==> src/design/path_mtu_route_cache_unit_defines.svh <==
// Assertion macros shared by the path MTU route cache RTL.
`ifndef PATH_MTU_ROUTE_CACHE_UNIT_DEFINES_SVH
`define PATH_MTU_ROUTE_CACHE_UNIT_DEFINES_SVH

// Same-cycle implication, checked on clk_i outside reset.
`define PMRC_ASSERT_NOW(lbl, ante, cons, msg) \
  lbl: assert property (@(posedge clk_i) disable iff (!rst_ni) (ante) |-> (cons)) \
    else $error(msg);

// Next-cycle implication, checked on clk_i outside reset.
`define PMRC_ASSERT_NEXT(lbl, ante, cons, msg) \
  lbl: assert property (@(posedge clk_i) disable iff (!rst_ni) (ante) |=> (cons)) \
    else $error(msg);

`endif

==> src/design/pmrc_pkg.sv <==
// Types, constants and helpers of the path MTU route cache.
package pmrc_pkg;

  localparam int unsigned ENTRIES = 16;
  localparam int unsigned IDX_W   = (ENTRIES > 1) ? $clog2(ENTRIES) : 1;
  localparam logic [IDX_W-1:0] LAST_IDX = IDX_W'(ENTRIES - 1);

  localparam int unsigned ADDR_W = 32;
  localparam int unsigned MTU_W  = 17;
  localparam int unsigned LEN_W  = 16;
  localparam int unsigned CFG_W  = 17;

  localparam logic [MTU_W-1:0] LIMIT_FALLBACK = 17'd1500;
  localparam logic [MTU_W-1:0] INITIAL_RESET  = 17'd1500;
  localparam logic [MTU_W-1:0] FLOOR_RESET    = 17'd68;

  // Configuration register indexes
  localparam logic [1:0] CFG_DECLARED = 2'd0;
  localparam logic [1:0] CFG_INITIAL  = 2'd1;
  localparam logic [1:0] CFG_FLOOR    = 2'd2;

  // Item kinds
  localparam logic KIND_QUERY   = 1'b0;
  localparam logic KIND_TOO_BIG = 1'b1;

  typedef struct packed {
    logic [ADDR_W-1:0] addr;
    logic [MTU_W-1:0]  mtu;
  } entry_t;

  typedef struct packed {
    logic             lowered;
    logic             stored;
    logic             hit;
    logic [MTU_W-1:0] limit;
  } result_t;

  // Cap a route answer by the global limit when the limit was declared
  function automatic logic [MTU_W-1:0] blend_limit(logic declared,
                                                   logic [MTU_W-1:0] route,
                                                   logic [MTU_W-1:0] cap);
    logic [MTU_W-1:0] r;
    r = route;
    if (declared && (cap < route)) begin
      r = cap;
    end
    return r;
  endfunction

endpackage

==> src/design/path_mtu_route_cache_unit.sv <==
// Path MTU route cache: ring of destination/MTU entries with a global limit.
//
// Usage:
//   s_axis carries one item per beat: tuser is the kind (query or too-big),
//   tdata the destination, probe answer and rejected length. m_axis returns
//   one result beat per item: limit, hit, stored and lowered flags.
//   cfg_we_i/cfg_idx_i/cfg_wdata_i write the three configuration registers;
//   write them only while no item is in flight.
//   The block handles one item at a time. A query, or a too-big event above
//   the floor, scans every entry through the registered read port of the
//   entry memory, one entry a cycle, and stops at the first match. The input
//   is ready again in the cycle that the result becomes valid. The result sits
//   in an output register; the next item is taken while it waits. If the
//   receiver stalls and the register is still full when the following item
//   finishes, that item holds before any state update until the register
//   frees, and no further item is accepted.
//   Reset clears the entry valid bits, the ring pointer, the lowered limit and
//   the registers (declared 0, initial 1500, floor 68); no memory sweep.
module path_mtu_route_cache_unit (
  input  logic        clk_i,
  input  logic        rst_ni,
  // configuration write port
  input  logic        cfg_we_i,
  input  logic [1:0]  cfg_idx_i,
  input  logic [16:0] cfg_wdata_i,
  // item input
  input  logic        s_axis_tvalid,
  output logic        s_axis_tready,
  input  logic [71:0] s_axis_tdata,   // dst_addr[31:0], probed_mtu[48:32],
                                      // packet_length[64:49], zero pad
  input  logic        s_axis_tuser,   // kind
  // result output
  output logic        m_axis_tvalid,
  input  logic        m_axis_tready,
  output logic [23:0] m_axis_tdata    // limit[16:0], hit[17], stored[18],
                                      // lowered[19], zero pad
);

  `include "path_mtu_route_cache_unit_defines.svh"

  localparam logic [1:0] S_IDLE = 2'd0;
  localparam logic [1:0] S_SCAN = 2'd1;
  localparam logic [1:0] S_FIN  = 2'd2;

  localparam int unsigned IW = pmrc_pkg::IDX_W;
  localparam int unsigned MW = pmrc_pkg::MTU_W;

  // configuration
  logic          declared_q;
  logic [MW-1:0] initial_q;
  logic [MW-1:0] floor_q;

  // control
  logic [1:0]    state_q, state_d;
  logic [IW-1:0] ptr_q, ptr_d;
  logic [MW-1:0] lowered_q, lowered_d;
  logic [pmrc_pkg::ENTRIES-1:0] vld_q, vld_d;

  // latched item
  logic                        kind_q;
  logic [pmrc_pkg::ADDR_W-1:0] addr_q;
  logic [MW-1:0]               probe_q;
  logic [pmrc_pkg::LEN_W-1:0]  len_q;

  // scan
  logic [IW-1:0] rd_idx_q, rd_idx_d;
  logic          rd_more_q, rd_more_d;
  logic          cmp_vld_q, cmp_vld_d;
  logic [IW-1:0] cmp_idx_q, cmp_idx_d;
  logic          found_q, found_d;
  logic [IW-1:0] slot_q, slot_d;
  logic [MW-1:0] slot_mtu_q, slot_mtu_d;

  // memory
  pmrc_pkg::entry_t mem [pmrc_pkg::ENTRIES];
  pmrc_pkg::entry_t rd_data_q;
  logic             mem_we;
  logic [IW-1:0]    mem_waddr;
  pmrc_pkg::entry_t mem_wdata;

  // output register
  logic              out_valid_q, out_valid_d;
  pmrc_pkg::result_t out_q;
  pmrc_pkg::result_t res;
  logic              out_load;

  logic          in_fire;
  logic          cmp_match;
  logic          len_above;
  logic [MW-1:0] cur_limit, cap_limit, low_len;

  assign s_axis_tready = (state_q == S_IDLE);
  assign in_fire       = s_axis_tvalid && s_axis_tready;
  assign m_axis_tvalid = out_valid_q;
  assign m_axis_tdata  = {4'b0000, out_q};

  assign cur_limit = (lowered_q != '0) ? lowered_q : initial_q;
  assign cap_limit = (cur_limit != '0) ? cur_limit : pmrc_pkg::LIMIT_FALLBACK;
  assign low_len   = MW'(len_q) - MW'(1);
  assign len_above = MW'(len_q) > floor_q;

  assign cmp_match = cmp_vld_q && vld_q[cmp_idx_q] && (rd_data_q.mtu != '0) &&
                     (rd_data_q.addr == addr_q);

  always_ff @(posedge clk_i or negedge rst_ni) begin
    if (!rst_ni) begin
      declared_q <= 1'b0;
      initial_q  <= pmrc_pkg::INITIAL_RESET;
      floor_q    <= pmrc_pkg::FLOOR_RESET;
    end else if (cfg_we_i) begin
      unique case (cfg_idx_i)
        pmrc_pkg::CFG_DECLARED: declared_q <= cfg_wdata_i[0];
        pmrc_pkg::CFG_INITIAL:  initial_q  <= cfg_wdata_i;
        pmrc_pkg::CFG_FLOOR:    floor_q    <= cfg_wdata_i;
        default: ;
      endcase
    end
  end

  always_comb begin
    state_d     = state_q;
    ptr_d       = ptr_q;
    lowered_d   = lowered_q;
    vld_d       = vld_q;
    rd_idx_d    = rd_idx_q;
    rd_more_d   = rd_more_q;
    cmp_vld_d   = 1'b0;
    cmp_idx_d   = cmp_idx_q;
    found_d     = found_q;
    slot_d      = slot_q;
    slot_mtu_d  = slot_mtu_q;
    mem_we      = 1'b0;
    mem_waddr   = ptr_q;
    mem_wdata   = '{addr: addr_q, mtu: probe_q};
    res         = '{lowered: 1'b0, stored: 1'b0, hit: 1'b0, limit: cap_limit};
    out_load    = 1'b0;

    unique case (state_q)
      S_IDLE: begin
        if (in_fire) begin
          found_d   = 1'b0;
          rd_idx_d  = '0;
          rd_more_d = 1'b1;
          if ((s_axis_tuser == pmrc_pkg::KIND_TOO_BIG) &&
              (MW'(s_axis_tdata[64:49]) <= floor_q)) begin
            state_d = S_FIN;
          end else begin
            state_d = S_SCAN;
          end
        end
      end
      S_SCAN: begin
        if (cmp_match) begin
          found_d    = 1'b1;
          slot_d     = cmp_idx_q;
          slot_mtu_d = rd_data_q.mtu;
          state_d    = S_FIN;
        end else if (cmp_vld_q && (cmp_idx_q == pmrc_pkg::LAST_IDX)) begin
          state_d = S_FIN;
        end else if (rd_more_q) begin
          // issue the next entry read; its data is compared next cycle
          cmp_vld_d = 1'b1;
          cmp_idx_d = rd_idx_q;
          if (rd_idx_q == pmrc_pkg::LAST_IDX) begin
            rd_more_d = 1'b0;
          end else begin
            rd_idx_d = rd_idx_q + IW'(1);
          end
        end
      end
      S_FIN: begin
        // hold every update until the output register can take the result
        if (!out_valid_q || m_axis_tready) begin
          out_load = 1'b1;
          state_d  = S_IDLE;
          if (kind_q == pmrc_pkg::KIND_QUERY) begin
            if (found_q) begin
              res.hit   = 1'b1;
              res.limit = pmrc_pkg::blend_limit(declared_q, slot_mtu_q, cap_limit);
            end else if (probe_q >= floor_q) begin
              mem_we     = 1'b1;
              vld_d[ptr_q] = 1'b1;
              ptr_d      = (ptr_q == pmrc_pkg::LAST_IDX) ? '0 : ptr_q + IW'(1);
              res.stored = 1'b1;
              res.limit  = pmrc_pkg::blend_limit(declared_q, probe_q, cap_limit);
            end
          end else if (len_above) begin
            if (found_q) begin
              res.hit = 1'b1;
              if (low_len < slot_mtu_q) begin
                mem_we    = 1'b1;
                mem_waddr = slot_q;
                mem_wdata = '{addr: addr_q, mtu: low_len};
              end
            end
            if ((low_len != '0) && (low_len < cur_limit)) begin
              lowered_d   = low_len;
              res.lowered = 1'b1;
              res.limit   = low_len;
            end
          end
        end
      end
      default: state_d = S_IDLE;
    endcase
  end

  always_comb begin
    out_valid_d = out_valid_q;
    if (out_load) begin
      out_valid_d = 1'b1;
    end else if (m_axis_tready) begin
      out_valid_d = 1'b0;
    end
  end

  always_ff @(posedge clk_i or negedge rst_ni) begin
    if (!rst_ni) begin
      state_q     <= S_IDLE;
      ptr_q       <= '0;
      lowered_q   <= '0;
      vld_q       <= '0;
      rd_more_q   <= 1'b0;
      cmp_vld_q   <= 1'b0;
      found_q     <= 1'b0;
      out_valid_q <= 1'b0;
    end else begin
      state_q     <= state_d;
      ptr_q       <= ptr_d;
      lowered_q   <= lowered_d;
      vld_q       <= vld_d;
      rd_more_q   <= rd_more_d;
      cmp_vld_q   <= cmp_vld_d;
      found_q     <= found_d;
      out_valid_q <= out_valid_d;
    end
  end

  // payload registers
  always_ff @(posedge clk_i) begin
    rd_idx_q   <= rd_idx_d;
    cmp_idx_q  <= cmp_idx_d;
    slot_q     <= slot_d;
    slot_mtu_q <= slot_mtu_d;
    if (in_fire) begin
      kind_q  <= s_axis_tuser;
      addr_q  <= s_axis_tdata[31:0];
      probe_q <= s_axis_tdata[48:32];
      len_q   <= s_axis_tdata[64:49];
    end
    if (out_load) begin
      out_q <= res;
    end
  end

  // entry memory, one write and one registered read port
  always_ff @(posedge clk_i) begin
    if (mem_we) begin
      mem[mem_waddr] <= mem_wdata;
    end
    rd_data_q <= mem[rd_idx_q];
  end

  `PMRC_ASSERT_NEXT(a_accept_starts_work, in_fire,
                    (state_q == S_SCAN) || (state_q == S_FIN),
                    "accepted item did not start a scan or finish")
  `PMRC_ASSERT_NOW(a_write_only_at_finish, mem_we,
                   (state_q == S_FIN) && out_load,
                   "entry memory written outside the finishing step")
  `PMRC_ASSERT_NOW(a_load_only_when_free, out_load,
                   !out_valid_q || m_axis_tready,
                   "result loaded over an untaken result")
  `PMRC_ASSERT_NOW(a_ptr_in_range, 1'b1, ptr_q <= pmrc_pkg::LAST_IDX,
                   "ring pointer beyond the last entry")

endmodule

==> config.mk <==
export PLATFORM = sky130hd
export DESIGN_NAME = path_mtu_route_cache_unit
export DESIGN_NICKNAME = d
export VERILOG_FILES = /design/src/design/pmrc_pkg.sv /design/src/design/path_mtu_route_cache_unit.sv
export VERILOG_INCLUDE_DIRS = /design/src /design/src/design
export SDC_FILE = /design/constraint.sdc
export NUM_CORES = 1
export LEC_CHECK = 0
export ABC_CLOCK_PERIOD_IN_PS = 20400
export BUFFER_PORTS_ARGS = -buffer_cell sky130_fd_sc_hd__buf_4
export CAP_MARGIN = 20
export CORE_MARGIN = 1
export CORE_UTILIZATION = 55
export CTS_BUF_LIST = sky130_fd_sc_hd__clkbuf_4 sky130_fd_sc_hd__clkbuf_8
export DETAILED_ROUTE_END_ITERATION = 10
export PLACE_DENSITY = 0.78
export SYNTH_ARGS = -nofsm -noshare
export SYNTH_HDL_FRONTEND = slang
export SYNTH_SLANG_ARGS = --single-unit
==> constraint.sdc <==
create_clock -name clk_i -period 20.4 [get_ports clk_i]
set_input_delay 1.02 -clock clk_i [delete_from_list [all_inputs] [get_ports clk_i]]
set_output_delay 1.02 -clock clk_i [all_outputs]
set_load 0.02 [all_outputs]
Yosys cells after proc, flatten, opt, wreduce, memory -nomap -nowiden
Memories as Yosys holds them, arrays and structs flattened. A register that Yosys moved wholly into a read port is not among the register bits.
Cells that the tools add are included.
{ "totals": {"register_bits": 193, "ramBits": 784, "word_cells": 163, "mem_count": 1} }
{ "classes": {"addsub": 3, "n_lt_le_gt_ge": 10, "n_eq_ne": 16, "n_mux": 69, "bitwise": 7, "reduce_logical": 34} }
{ "memory_table": {"columns": ["name", "depth", "width", "read_ports", "rd_clocked_by_memory_dff", "wr", "line_no", "source"], "rows": [
  ["mem", 16, 49, 1, 1, 1, "path_mtu_route_cache_unit.sv:75", "pmrc_pkg::entry_t mem [pmrc_pkg::ENTRIES];"]
]} }
{ "ops": {"columns": ["op", "count"], "rows": [
  ["17-bit 2-to-1 mux", 15],
  ["17-bit less-than comparator", 4],
  ["17-bit nonzero test", 4],
  ["4-bit 2-to-1 mux", 12],
  ["18-bit 2-to-1 mux", 2],
  ["32-bit equality test", 1],
  ["1-bit 2-to-1 mux", 29],
  ["17-bit greater-or-equal comparator", 1],
  ["16-bit by 17-bit greater-than comparator with 1-bit output", 1],
  ["16-bit by 17-bit less-or-equal comparator with 1-bit output", 1],
  ["16-bit by 1-bit subtractor with 17-bit output, second input constant", 1],
  ["16-bit OR", 1],
  ["4-bit equality test, second input constant", 3],
  ["2-bit inequality test, second input constant", 6],
  ["4-bit AND reduction", 3],
  ["1-bit logical AND", 10],
  ["4-bit by 5-bit less-than comparator with 1-bit output, second input constant", 2],
  ["2-bit 2-to-1 mux", 5],
  ["2-bit AND reduction", 5],
  ["5-bit AND reduction", 2],
  ["4-bit by 1-bit adder with 4-bit output, second input constant", 2],
  ["4-bit one-hot mux with 2 select lines", 1],
  ["1-bit NOT", 6],
  ["2-bit one-hot mux with 3 select lines", 1],
  ["15 further kinds", 21]
]} }

Logic depth before layout (Yosys ltp)
{ "logic_depth": {"word_depth": 12, "ltp_mapped": 19, "depth_no_buf": 16} }

Worst setup path after synthesis
Ideal clock, no wire load.
{ "synth_timing": {"path_kind": "register to register", "from": "register len_q[0] (netlist name)", "to": "memory mem[4][0] (netlist name), enable pin", "setup_time_ns": 0.473, "arrival_ns": 6.564, "required_ns": 19.927, "path_slack_ns": 13.363, "path_stages_with_launch": 18, "n_path_buf": 2, "synth_period_minus_slack_ns": 7.037, "path_cell_list": "edfxtp_1 -> inv_1 -> ha_1 -> or4b_1 -> or3_1 -> clkbuf_1 -> or2_0 -> xor2_1 -> inv_1 -> ha_1 -> a21oi_1 -> nor2b_1 -> o21ai_0 -> or4b_1 -> or3_1 -> clkbuf_1 -> or3_1 -> o22ai_1"} }
{ "synth_between": {"elab_chain_cells": 10, "elab_cells_between_ends": 17} }
{ "synth_lines": {"columns": ["element", "line_no", "source"], "rows": [
  ["start: declaration", "path_mtu_route_cache_unit.sv:63", "logic [pmrc_pkg::LEN_W-1:0] len_q;"],
  ["start signal: assignment", "path_mtu_route_cache_unit.sv:249", "len_q <= s_axis_tdata[64:49];"],
  ["16-bit by 1-bit subtractor with 17-bit output *", "path_mtu_route_cache_unit.sv:99", "assign low_len = MW'(len_q) - MW'(1);"],
  ["net low_len[0]", "path_mtu_route_cache_unit.sv:90", "logic [MW-1:0] cur_limit, cap_limit, low_len;"],
  ["17-bit less-than comparator *", "path_mtu_route_cache_unit.sv:190", "if (low_len < slot_mtu_q) begin"],
  ["1-bit 2-to-1 mux", "path_mtu_route_cache_unit.sv:190", null],
  ["1-bit 2-to-1 mux", "path_mtu_route_cache_unit.sv:188", "if (found_q) begin"],
  ["1-bit 2-to-1 mux", "path_mtu_route_cache_unit.sv:187", "end else if (len_above) begin"],
  ["1-bit 2-to-1 mux", "path_mtu_route_cache_unit.sv:176", "if (kind_q == pmrc_pkg::KIND_QUERY) begin"],
  ["1-bit 2-to-1 mux", "path_mtu_route_cache_unit.sv:173", "if (!out_valid_q || m_axis_tready) begin"],
  ["1-bit 2-to-1 mux", "path_mtu_route_cache_unit.sv:138", "unique case (state_q)"],
  ["1-bit 2-to-1 mux", "path_mtu_route_cache_unit.sv:258", "if (mem_we) begin"],
  ["1-bit 2-to-1 mux (not written as such)", "path_mtu_route_cache_unit.sv:259", "mem[mem_waddr] <= mem_wdata;"],
  ["end: declaration", "path_mtu_route_cache_unit.sv:75", null]
]} }
Mark *: on every way through the listed nets, which the timed path passes. The rest lies on a longest branch.

Worst setup path in the final report
{ "layout_timing": {"from": "register len_q[0] (netlist name)", "to": "memory mem[12][26] (netlist name), enable pin"} }
Same word-level chain as after synthesis.

==> metrics <==
status=complete, no violations; gpl congestion=just under 1; Netlist Area Pre-Place=approximately 0.042 mm2; Die Ht=between 200 and 300 um; Slew Limit Fails=0; unrepaired setup endpoints after global routing=false; post-cts sizing count=0; filler instances=roughly 5000; vias in the first global route=between 20000 and 25000; I/O Buffers=around 110; hold buffer count at CTS=0; Setup Fix Bufs, Post-CTS=0; Syn Inst Count=2200; die area=around 0.078 mm2; clock sinks=slightly above 1000; biggest cell delay along the critical path=about 0.84 ns; Core Footprint=0.0751 mm2; largest net degree at the start of global routing=106; Rel. slew slack=23.0%; Initial Util=56.0%; Post-DRT Antenna Nets=0; via-per-instance ratio=~6.2; register area share after synthesis=a little under three quarters; htree depth=4; synthesized area per cell=around 19 um2; Data arrival, critical path=a little over 7 ns; Synth cell types=around 70; Hold Fails Final Rpt=0; DR iter-0 viols=2165; Congestion Overflow GR=0; critical-path cell list=inv_1 -> ha_1 -> or4b_1 -> or3_1 -> or2_0 -> xor2_1 -> buf_4 -> inv_1 -> ha_1 -> a21oi_1 -> nor2b_1 -> o21ai_0 -> or4b_1 -> or3_1 -> buf_4 -> or3_1 -> o22ai_4 -> buf_4; Final min period=6.72 ns; GRT Overall Usage=approximately a quarter; antenna violations before repair=1; area of the multi-input gates=around 0.012 mm2; Worst Setup End Kind=flop; Buf+Inv Stages, Crit Path=5; share of cells above drive strength 1=around 30%; Worst Setup Start Kind=flop; Ports=between 100 and 150; f_max=roughly 150 MHz; Layout Area Growth over Synthesis=13.4%; CTS tree=yes; WL final=around 96000 um; Final setup viols=0; DRC=0; DR vias=~22000; Reg area=about 0.030 mm2; critical path class=flop to flop; top_reg_cell synth=edfxtp_1; final worst path period share=about 33%; Final #Nets=~2600; Worst Skew=~0.064 ns; Max IR drop VDD=0.000106 V; PD cells=roughly 130 mW/mm2; Post-synth ARST share=7.60%; Final Util=63.5%; 1st-pass router iterations=6; crit path max fanout=49; setup TNS=0 ns; leakage=between 15 and 20 nW; first-pass GRT wire length=144000 um; drt wl/cell=between 20 and 30 um; chip width=around 280 um; row cnt=100; HP Class=input port to async pin; CP top delay family=simple AND/OR/NAND/NOR gates; clock buffer depth=3; Worst-path clk slew=~0.070 ns; CP max-delay cell=buf_4; TritonCTS Buffers=~160; Ys Warns=0; CP Data Required Time=~21 ns; max cap viols=0; Final HPWL DP=between 50000 and 60000 um; post-synthesis register bit count=a little over 1000; EDFF count, synth=about 900; Slew @ Worst Pin=approximately 1.2 ns; worst skew pair latency=a little over 0.8 ns; CTS root buf=clkbuf_8
synthesized netlist by cell type, types with 4 or more instances:
cell type / n / area, um2
mux2i_1: 20 / 200
o31ai_1: 8 / 60.1
o211ai_1: 5 / 37.5
nand2_1: 45 / 169
dfxtp_1: 49 / 981
o22ai_1: 28 / 175
inv_1: 80 / 300
a221oi_1: 4 / 35.0
a31oi_1: 11 / 68.8
buf_4: 5 / 37.5
nand2b_1: 18 / 113
edfxtp_1: 899 / 27000
nor2_1: 49 / 184
o21a_1: 7 / 52.6
nand4_1: 26 / 163
a211oi_2: 5 / 62.6
mux2_1: 8 / 90.1
and3_1: 7 / 43.8
a211oi_1: 15 / 113
o21bai_1: 17 / 128
nor4_1: 22 / 138
xnor2_1: 20 / 175
and2_1: 6 / 37.5
dfrtp_1: 69 / 1730
buf_1: 17 / 63.8
and4_1: 5 / 43.8
a21oi_1: 67 / 335
dfstp_2: 9 / 236
mux2_2: 43 / 484
xor2_1: 22 / 193
or2_2: 5 / 31.3
o21ai_0: 28 / 140
or3_1: 13 / 81.3
clkbuf_1: 68 / 255
nor3_1: 18 / 90.1
a21o_1: 23 / 173
ha_1: 120 / 1500
mux2_4: 5 / 75.1
nor2b_1: 13 / 81.3
mux4_2: 250 / 5630
or4_1: 5 / 37.5
nand3_1: 20 / 100
worst register-to-register path: cells and delay by family, from the launching register on:
| family | cells | cell delay, ns |
|---|---|---|
| and+or+nand+nor | 7 | 2.75 |
| buffers and inverters | 5 | 1.72 |
| adders and majority gates | 2 | 0.58 |
| DFF | 1 | 0.53 |
| AOI/OAI and AO/OA | 3 | 0.51 |
| xor gates and xnor gates | 1 | 0.14 |
area by class of cell:
| type | count | share of cell area (%) |
|---|---|---|
| antenna | 1 | 0.00525 |
| clock buffer | 223 | 5.74 |
| clock inverter | 62 | 1.08 |
| inverter | 81 | 0.641 |
| multi-input combinational | 1003 | 24.4 |
| sequential | 1026 | 62.8 |
| tap | 969 | 2.54 |
| timing repair buffer | 164 | 2.72 |
logic make-up (layout without fill, tap and decap cells):
logic type / count (synthesis) / count (layout) / synth area share [%]
DFF: 1026 / 1026 / 71.3
muxes: 326 / 326 / 15.4
and+or+nand+nor: 264 / 264 / 3.36
AOI/OAI and AO/OA: 247 / 247 / 3.90
buffers and inverters: 174 / 530 / 1.61
adders and majority gates: 120 / 120 / 3.57
xor gates and xnor gates: 42 / 42 / 0.875
other: 1 / 5 / 0.00893
power by group:
part	internal, mW	switching [mW]	leakage, nW	total [mW]
combinational	0.749	0.806	5.29	1.56
clock	0.921	0.802	1.73	1.72
sequential	2.54	0.156	9.49	2.70
total	4.21	1.76	16.5	5.98
final timing paths:
kind	from	endpoint	slack (ns)	depth (start not counted)
worst max register to register	len_q[0]	mem[12][26]	13.68	18
max in group asynchronous	rst_ni	floor_q[2]	19.61	2
worst max-delay path	len_q[0]	mem[12][26]	13.68	18
worst min-delay path	rst_ni	floor_q[12]	0.14	1
worst min register to register	rd_data_q[5]	slot_mtu_q[5]	0.44	0
min in group clk_i	s_axis_tdata[13]	addr_q[13]	0.37	1
flip-flops by register name, summed over array words and instances (netlist names), 16 cells and up:
register      cells
floor_q          17
len_q            16
lowered_q        17
rd_data_q        49
initial_q        17
slot_mtu_q       17
mem             784
probe_q          17
m_axis_tdata     20
vld_q            16
addr_q           32
layout by cell type (no fill, tap or decap), types with 21 or more instances in the layout:
master / instances
edfxtp_1: 899
mux4_2: 250
clkbuf_8: 172
buf_4: 158
ha_1: 120
inv_1: 79
dfrtp_1: 69
a21oi_1: 67
clkbuf_4: 53
nor2_1: 49
dfxtp_1: 49
nand2_1: 45
mux2_2: 43
o21ai_0: 28
nand4_1: 26
clkinv_1: 25
a21o_1: 23
xor2_1: 22
nor4_1: 21
stage by stage:
step                      power (mW)  instances  instance area (um2)  hold slack [ns]  setup WS (ns)
after detailed placement        4.29       3233                44300            0.421          13.79
after floorplan                 3.82       2203                42000            0.409          13.36
final                           5.98       3529                47700            0.142          13.68
after global routing            6.23       3529                47700            0.126          13.39
after global placement          4.24       3232                44300            0.418          13.91
after CTS                       6.01       3518                47500            0.288          13.69
routing by layer:
metal | vias to the layer above | wire [um] | part of all wire [%] | global-route usage [%]
met2 | 963 | 49200 | 51 | 43.2
li1 | 9462 | - | - | -
met1 | 11400 | 36800 | 38 | 32.6
met4 | 0 | 3240 | 3.4 | 9.87
met5 | - | 0 | 0 | 0
met3 | 194 | 6670 | 7.0 | 4.73
Note: power is estimated with default switching activity, not from simulation.
